--- src/hw/rtl/ldf_pkg.sv ---
`default_nettype none

package ldf_pkg;

	// item kinds
	localparam logic [1:0] KIND_WRITE = 2'd0;
	localparam logic [1:0] KIND_LOAD  = 2'd1;
	localparam logic [1:0] KIND_FLUSH = 2'd2;

	// serial frame codes
	localparam logic [7:0] SYNC_COMMAND    = 8'hF8;
	localparam logic [7:0] SYNC_DATA       = 8'hFA;
	localparam logic [7:0] ADDRESS_COMMAND = 8'h80;

	// pause marks
	localparam logic [1:0] PAUSE_NONE = 2'd0;
	localparam logic [1:0] PAUSE_CMD  = 2'd1;
	localparam logic [1:0] PAUSE_WORD = 2'd2;

	// word index width: up to sixteen words in a row, plus the end mark
	localparam int WORD_W = 5;

	// one byte handed to the framer, or a blank result when blank is set
	typedef struct packed {
		logic       blank;
		logic [7:0] sync;
		logic [7:0] data;
		logic [1:0] pause;
		logic       more;
		logic       last;
	} frame_req_t;

endpackage

`default_nettype wire

--- src/hw/rtl/ldf_framer.sv ---
`default_nettype none

module ldf_framer
	import ldf_pkg::*;
(
	input  wire         clk,
	input  wire         arst_n,
	input  wire         req_load,
	input  frame_req_t  req,
	output logic        req_ready,
	output logic        m_axis_tvalid,
	input  wire         m_axis_tready,
	output logic [15:0] m_axis_tdata,  // serial_byte[7:0], byte_valid, pause_after[1:0], more_pending
	output logic        m_axis_tlast
);

	frame_req_t req_q;
	logic       busy_q;
	logic [1:0] phase_q;
	logic       finishing;
	logic [7:0] serial;
	logic       valid_bit;
	logic [1:0] pause;

	assign finishing = req_q.blank || (phase_q == 2'd2);
	assign req_ready = !busy_q || (m_axis_tready && finishing);

	always_ff @(posedge clk or negedge arst_n) begin
		if (!arst_n) begin
			busy_q  <= 1'b0;
			phase_q <= 2'd0;
		end else if (req_load && req_ready) begin
			busy_q  <= 1'b1;
			phase_q <= 2'd0;
		end else if (busy_q && m_axis_tready) begin
			if (finishing) begin
				busy_q <= 1'b0;
			end
			phase_q <= phase_q + 2'd1;
		end
	end

	always_ff @(posedge clk) begin
		if (req_load && req_ready) begin
			req_q <= req;
		end
	end

	// sync, then high nibble, then low nibble moved up
	always_comb begin
		case (phase_q)
			2'd0:    serial = req_q.sync;
			2'd1:    serial = {req_q.data[7:4], 4'h0};
			default: serial = {req_q.data[3:0], 4'h0};
		endcase
		if (req_q.blank) begin
			serial = 8'h00;
		end
		valid_bit = !req_q.blank;
		pause     = (!req_q.blank && phase_q == 2'd2) ? req_q.pause : PAUSE_NONE;
	end

	assign m_axis_tvalid = busy_q;
	assign m_axis_tdata  = {4'h0, req_q.more, pause, valid_bit, serial};
	assign m_axis_tlast  = req_q.last && finishing;

endmodule

`default_nettype wire
--- config.mk ---
export PLATFORM = sky130hd
export DESIGN_NAME = ldf_framer
export DESIGN_NICKNAME = d
export VERILOG_FILES = /design/src/hw/rtl/ldf_pkg.sv /design/src/hw/rtl/ldf_framer.sv
export SDC_FILE = /design/constraint.sdc
export NUM_CORES = 1
export LEC_CHECK = 0
export BUFFER_PORTS_ARGS = -buffer_cell sky130_fd_sc_hd__clkbuf_2
export CAP_MARGIN = 20
export CELL_PAD_IN_SITES_DETAIL_PLACEMENT = 1
export CELL_PAD_IN_SITES_GLOBAL_PLACEMENT = 1
export CORE_UTILIZATION = 36
export DETAILED_ROUTE_END_ITERATION = 8
export PLACE_DENSITY = 0.78
export RECOVER_POWER = 25
export SETUP_SLACK_MARGIN = 0.4
export SLEW_MARGIN = 20
export SYNTH_ARGS = -nofsm -noshare
export SYNTH_HDL_FRONTEND = slang
export SYNTH_SLANG_ARGS = --single-unit
--- constraint.sdc ---
create_clock -name clk -period 4 [get_ports clk]
set_clock_uncertainty 0.1 [all_clocks]
set_input_delay 0.8 -clock clk [delete_from_list [all_inputs] [get_ports clk]]
set_output_delay 0.8 -clock clk [all_outputs]
set_load 0.005 [all_outputs]
==> results.cfg, run 1 <==
[outcome]
run_status = finished, final reports clean

[logic_synthesis]
synth_cell_type_count = 23
ys_seq_elements = 24
yosysWarnings = 0
synth_edf_count = 21
async_flop_share_pct = 12.5
syn-cell-area_mm2 = 0.00104
synth_ff_type = edfxtp_1
netlist_instances = 71
seq_area_frac_synth_pct = 68.0
syn_avg_cell_area_um2 = 14.6

[clocking]
clk_path_buf_depth = 2
tritoncts = yes
htree_levels = 1
clk_pin_slew_ns = 0.12
clkLatencyLatePin_ns = 0.31
cts_made_buffers = 3
cts_setup_buffers = 0
clockRootBuffer = clkbuf_4
cts_resized = 0
holdBufCountCts = 0
cts_num_sinks = 24

[power_and_ir_drop]
switching_power_w = 0.000172
p_comb_share_pct = 28.1
power_density_mw_per_mm2 = 469
p_leak_nw = 0.570
p_sw_share_pct = 29.0
intPower_w = 0.000421
p_seq_share_pct = 54.1
ir_worst_vdd_mv = 0.276
pwr-share-clk_pct = 17.8

[worst_setup_path]
endpoint = m_axis_tdata[4]
reg2regPathDepth = 4
slowest_stage = dfrtp_1
path_max_fanout = 9
critPathKind = flip-flop to output port
startpoint = phase_q[0]
cpPeakStageDelay_ns = 0.43
arrival_ns = 1.83
rr_endpoint = req_q[4]
worstSetupStartpointType = flip-flop
rr_startpoint = phase_q[0]
end_kind = output port
reg2reg_setup_slack_ns = 1.92
path_cells = inv_1 > ha_1 > or3b_1 > a21oi_1 > clkbuf_2
required_ns = 3.10

[final_layout]
diodes = 0
nets = 138
area.growth.synth_to_final_pct = 21.8
drive_above_1_share_pct = 38.5

[die]
die_y_um = 55.7
start_util_pct = 37.9
die_w_um = 55.7
ios = 44
num_rows = 19
design.core.area_mm2 = 0.00273
fp.dieArea_mm2 = 0.00310

[detailed_routing]
drcViolationCount = 0
routed_wl_um = 1800
drt_first_iter_violations = 6
final_antenna_net_count = 0
dr.pass1.iters = 3
via_per_inst = 4.87
routedWlPerCell_um = 12.8
via_count = 682

[sta]
slew_viol_final = 0
period_minus_slack_ns = 2.73
tightest_slew_ns = 0.688
setup_viol = 0
fmax_mhz = 367
whs_ns = 0.165
slew_headroom_pct = 54.0
finalCritPeriodShare_pct = 68.1
tns_ns = 0
rsz0062_at_grt = no
finalHoldViolations = 0

[global_route]
grt_max_degree = 22
grt_usage_pct = 13.4
grt_overflow_total = 0
antenna_found_initial = 0
grt_pass1_vias = 712
grt_pass1_wl_um = 3130

[placement]
portBuffers = 39
gp_congestion = 0.671
dp_hpwl_um = 1400

[min_path]
worstHoldPathType = primary input to async pin

[flow_run]
maxCapViolCount = 0
## power by group through the flow
stage / Clock [W] / Sequential [W] / Combinational [W]
after floorplan: 0 / 0.000319 / 0.000111
after global placement: 0 / 0.000325 / 0.000164
after detailed placement: 0 / 0.000328 / 0.000168
after CTS: 0.000111 / 0.000321 / 0.000171
after global routing: 0.000122 / 0.000324 / 0.000192
final: 0.000106 / 0.000321 / 0.000166
## synth_stat cells, types with 2 or more instances
library cell  instances  area, um^2
a21oi_1               4        20.0
a22oi_1               4        30.0
and2_1                4        25.0
and3_1                3        18.8
and3b_1               2        17.5
buf_2                 2        10.0
buf_4                 6        45.0
dfrtp_1               3        75.1
edfxtp_1             21         631
ha_1                  3        37.5
inv_1                 3        11.3
o21ai_0               2        10.0
or3b_1                4        35.0
## per-layer routing
| layer | vias to the layer above | GRT usage (%) | part of all wire, % |
|---|---|---|---|
| li1 | 330 | - | - |
| met1 | 314 | 15.4 | 40 |
| met2 | 33 | 22.7 | 50 |
| met3 | 5 | 3.49 | 6.8 |
| met4 | 0 | 7.50 | 2.4 |
| met5 | - | 0 | 0 |
## logic make-up after synthesis
kind of cell,after synthesis,synth area share (%)
other,1,0.362
DFF,24,68.0
and+or+nand+nor,16,11.0
AOI/OAI and AO/OA,15,9.65
muxes,1,0.965
adders and majority gates,3,3.62
buffers and inverters,11,6.39
## how the worst min path moves through the flow
stage,to,slack (ns),cells past startpoint
2_1_floorplan,phase_q[1],0.39,1
3_3_place_gp,phase_q[1],0.42,1
3_5_place_dp,phase_q[1],0.43,1
4_1_cts,m_axis_tvalid,0.14,1
5_1_grt,phase_q[0],0.15,1
6_report,phase_q[1],0.16,1
## critical path, delay by kind of cell (launching register included)
kind	cells	cell delay, ns
AOI/OAI and AO/OA	1	0.17
adders and majority gates	1	0.30
buffers and inverters	2	0.22
and+or+nand+nor	1	0.39
DFF	1	0.43
## placed cells by master (no fill, tap or decap), types with 2 or more instances in the layout
cell type and n:
dfrtp_1 3, conb_1 4, or3b_1 4, clkbuf_4 3, a22oi_1 4, edfxtp_1 21
o21ai_0 2, and2_1 4, inv_1 3, a21oi_1 4, and3_1 3, and3b_1 2
clkbuf_2 38, ha_1 3
## final cells by class
| type | instances | area, um^2 |
|---|---|---|
| Fill cell | 299 | 1470 |
| Sequential cell | 24 | 706 |
| Multi-Input combinational cell | 39 | 288 |
| Timing Repair Buffer | 39 | 194 |
| Tap cell | 31 | 38.8 |
| Clock buffer | 3 | 22.5 |
| Inverter | 3 | 11.3 |
| Clock inverter | 1 | 3.75 |
## stage by stage
step	utilization, %	area (um^2)	cells	setup WS [ns]	total power [W]
floorplan	-	1050	74	0.949	0.000431
global placement	45.0	1230	136	1.61	0.000489
detailed placement	45.0	1230	136	1.52	0.000495
CTS	46.0	1260	140	1.24	0.000603
global route	46.2	1260	140	1.13	0.000638
finish	46.2	1260	140	1.27	0.000593
## registers in the layout, summed over array words and instances (netlist names)
signal         cells
req_q             20
m_axis_tdata       1
phase_q            2
m_axis_tvalid      1
Power figures use the tool's default switching activity.
==> inputs of run 2 (changes only) <==
Clock period 4 ns to 2.8 ns, I/O delays scaled along.
==> run 2 against run 1 <==
Effect of this change: wire length up 9.8%; cell count up 2.9%; count of clock-buffer cells in the layout unchanged; critical path depth unchanged; sequential power up 44%; via count up 1.8%; combinational power up 79%; largest cell class unchanged.
==> results.cfg, run 2 (synthesized netlist as in run 1, its figures left out) <==
[worst_setup_path]
cpPeakStageDelay_ns = 0.44
rr_startpoint = phase_q[0]
reg2reg_setup_slack_ns = 1.03
path_max_fanout = 9
worstSetupStartpointType = flip-flop
path_cells = inv_2 > ha_4 > or3b_1 > a21oi_2 > clkbuf_2
required_ns = 2.14
reg2regPathDepth = 5
end_kind = output port
arrival_ns = 1.65
rr_endpoint = req_q[8]
critPathKind = flip-flop to output port
slowest_stage = dfrtp_2

[final_layout]
multi_input_comb_area_um2 = 313
layout_common_cells = 38 x clkbuf_2, 21 x edfxtp_1
fill_cells = 286
final_common_cell = clkbuf_2
top_regs = req_q: 20 flops, phase_q: 2 flops
largest-register = req_q
nets = 142
diodes = 0
seqCellArea_um2 = 707
drive_above_1_share_pct = 47.8
area.growth.synth_to_final_pct = 30.2
largest_reg_flops = 20
final_cells = 144
final_util_pct = 49.4

[global_route]
grt_max_degree = 22
antenna_found_initial = 0
grt_pass1_vias = 767
grt_overflow_total = 0
grt_pass1_wl_um = 3400
grt_usage_pct = 14.5

[die]
start_util_pct = 37.9
num_rows = 19
fp.dieArea_mm2 = 0.00310
die_w_um = 55.7
ios = 44
die_y_um = 55.7
design.core.area_mm2 = 0.00273

[sta]
whs_ns = 0.312
period_minus_slack_ns = 2.31
fmax_mhz = 433
slew_viol_final = 0
finalHoldViolations = 0
finalWorstSetupSlack_ns = 0.491
setup_viol = 0
rsz0062_at_grt = yes
tns_ns = 0
finalCritPeriodShare_pct = 82.5

[clocking]
cts_made_buffers = 3
clk_pin_slew_ns = 0.13
htree_levels = 1
clkLatencyLatePin_ns = 0.31
clockRootBuffer = clkbuf_4
tritoncts = yes
cts_num_sinks = 24
clk_path_buf_depth = 2

[placement]
dp_hpwl_um = 1480
portBuffers = 39
gp_congestion = 0.760
preCtsSetupSlack_ns = 0.660
dp_cells = 137

[min_path]
whs_endpoint = req_q[18]
hold_depth = 1
worstHoldPathType = primary input to flip-flop
min_from = req[18]

[detailed_routing]
drt_first_iter_violations = 10
drcViolationCount = 0
via_per_inst = 4.82
final_antenna_net_count = 0
dr.pass1.iters = 4
via_count = 694
routedWlPerCell_um = 13.7
routed_wl_um = 1970

[power_and_ir_drop]
p_leak_nw = 0.600
power_density_mw_per_mm2 = 748
ir_worst_vdd_mv = 0.438

[outcome]
run_status = finished, final reports clean

[flow_run]
maxCapViolCount = 0
run 2: changes by cell type in the layout (fill, tap and decap cells not counted), moves of 2 or more:
cell,delta
a21oi_1,-2
a21oi_2,+2
buf_4,+3
ha_1,-2
ha_4,+2
inv_1,-2
inv_2,+2
run 2: report_power, final:
part           internal (W)  switching, W
Sequential         0.000435     0.0000281
Combinational      0.000156      0.000141
Clock              0.000145      0.000105
run 2: area by class of cell:
class,count,share of cell area [%]
Tap cell,31,2.87
Timing Repair Buffer,43,16.9
Inverter,3,0.834
Clock inverter,1,2.22
Clock buffer,3,1.67
Multi-Input combinational cell,39,23.2
Sequential cell,24,52.4
run 2: routing by layer:
metal / track usage [%] / part of all wire [%]
met3: 4.19 / 7.8
met5: 0 / 0
met2: 25.1 / 51
met4: 6.43 / 0.61
met1: 16.4 / 40
run 2: worst max-delay path by stage:
| stage | start | endpoint | slack, ns | cells after the start |
|---|---|---|---|---|
| 2_1_floorplan | phase_q[0] | m_axis_tdata[11] | 0.44 | 4 |
| 3_3_place_gp | phase_q[0] | m_axis_tdata[5] | 0.75 | 5 |
| 3_5_place_dp | phase_q[0] | m_axis_tdata[5] | 0.66 | 5 |
| 4_1_cts | phase_q[1] | m_axis_tdata[5] | 0.42 | 5 |
| 5_1_grt | phase_q[1] | m_axis_tdata[6] | 0.39 | 5 |
| 6_report | phase_q[0] | m_axis_tdata[4] | 0.49 | 5 |
run 2: through the flow:
stage	instance area (um^2)	total power (W)
floorplan	1050	0.000615
CTS	1340	0.00101
detailed placement	1240	0.000710
global route	1350	0.00108
global placement	1240	0.000697
finish	1350	0.00101
run 2: worst max-delay path: cells and delay by family, from the launching register on:
| kind | cells | cell delay, ns |
|---|---|---|
| flops | 1 | 0.44 |
| compound gates | 1 | 0.14 |
| simple gates | 1 | 0.37 |
| buf+inv | 2 | 0.20 |
| fa+ha+maj | 1 | 0.19 |
run 2: repair_timing:
action,in CTS,in global routing
setup endpoints to repair,8,6
gates resized for setup,4,7
pin swaps,0,1
buffers inserted,2,0
hold buffers,1,0
hold endpoints to repair,3,0
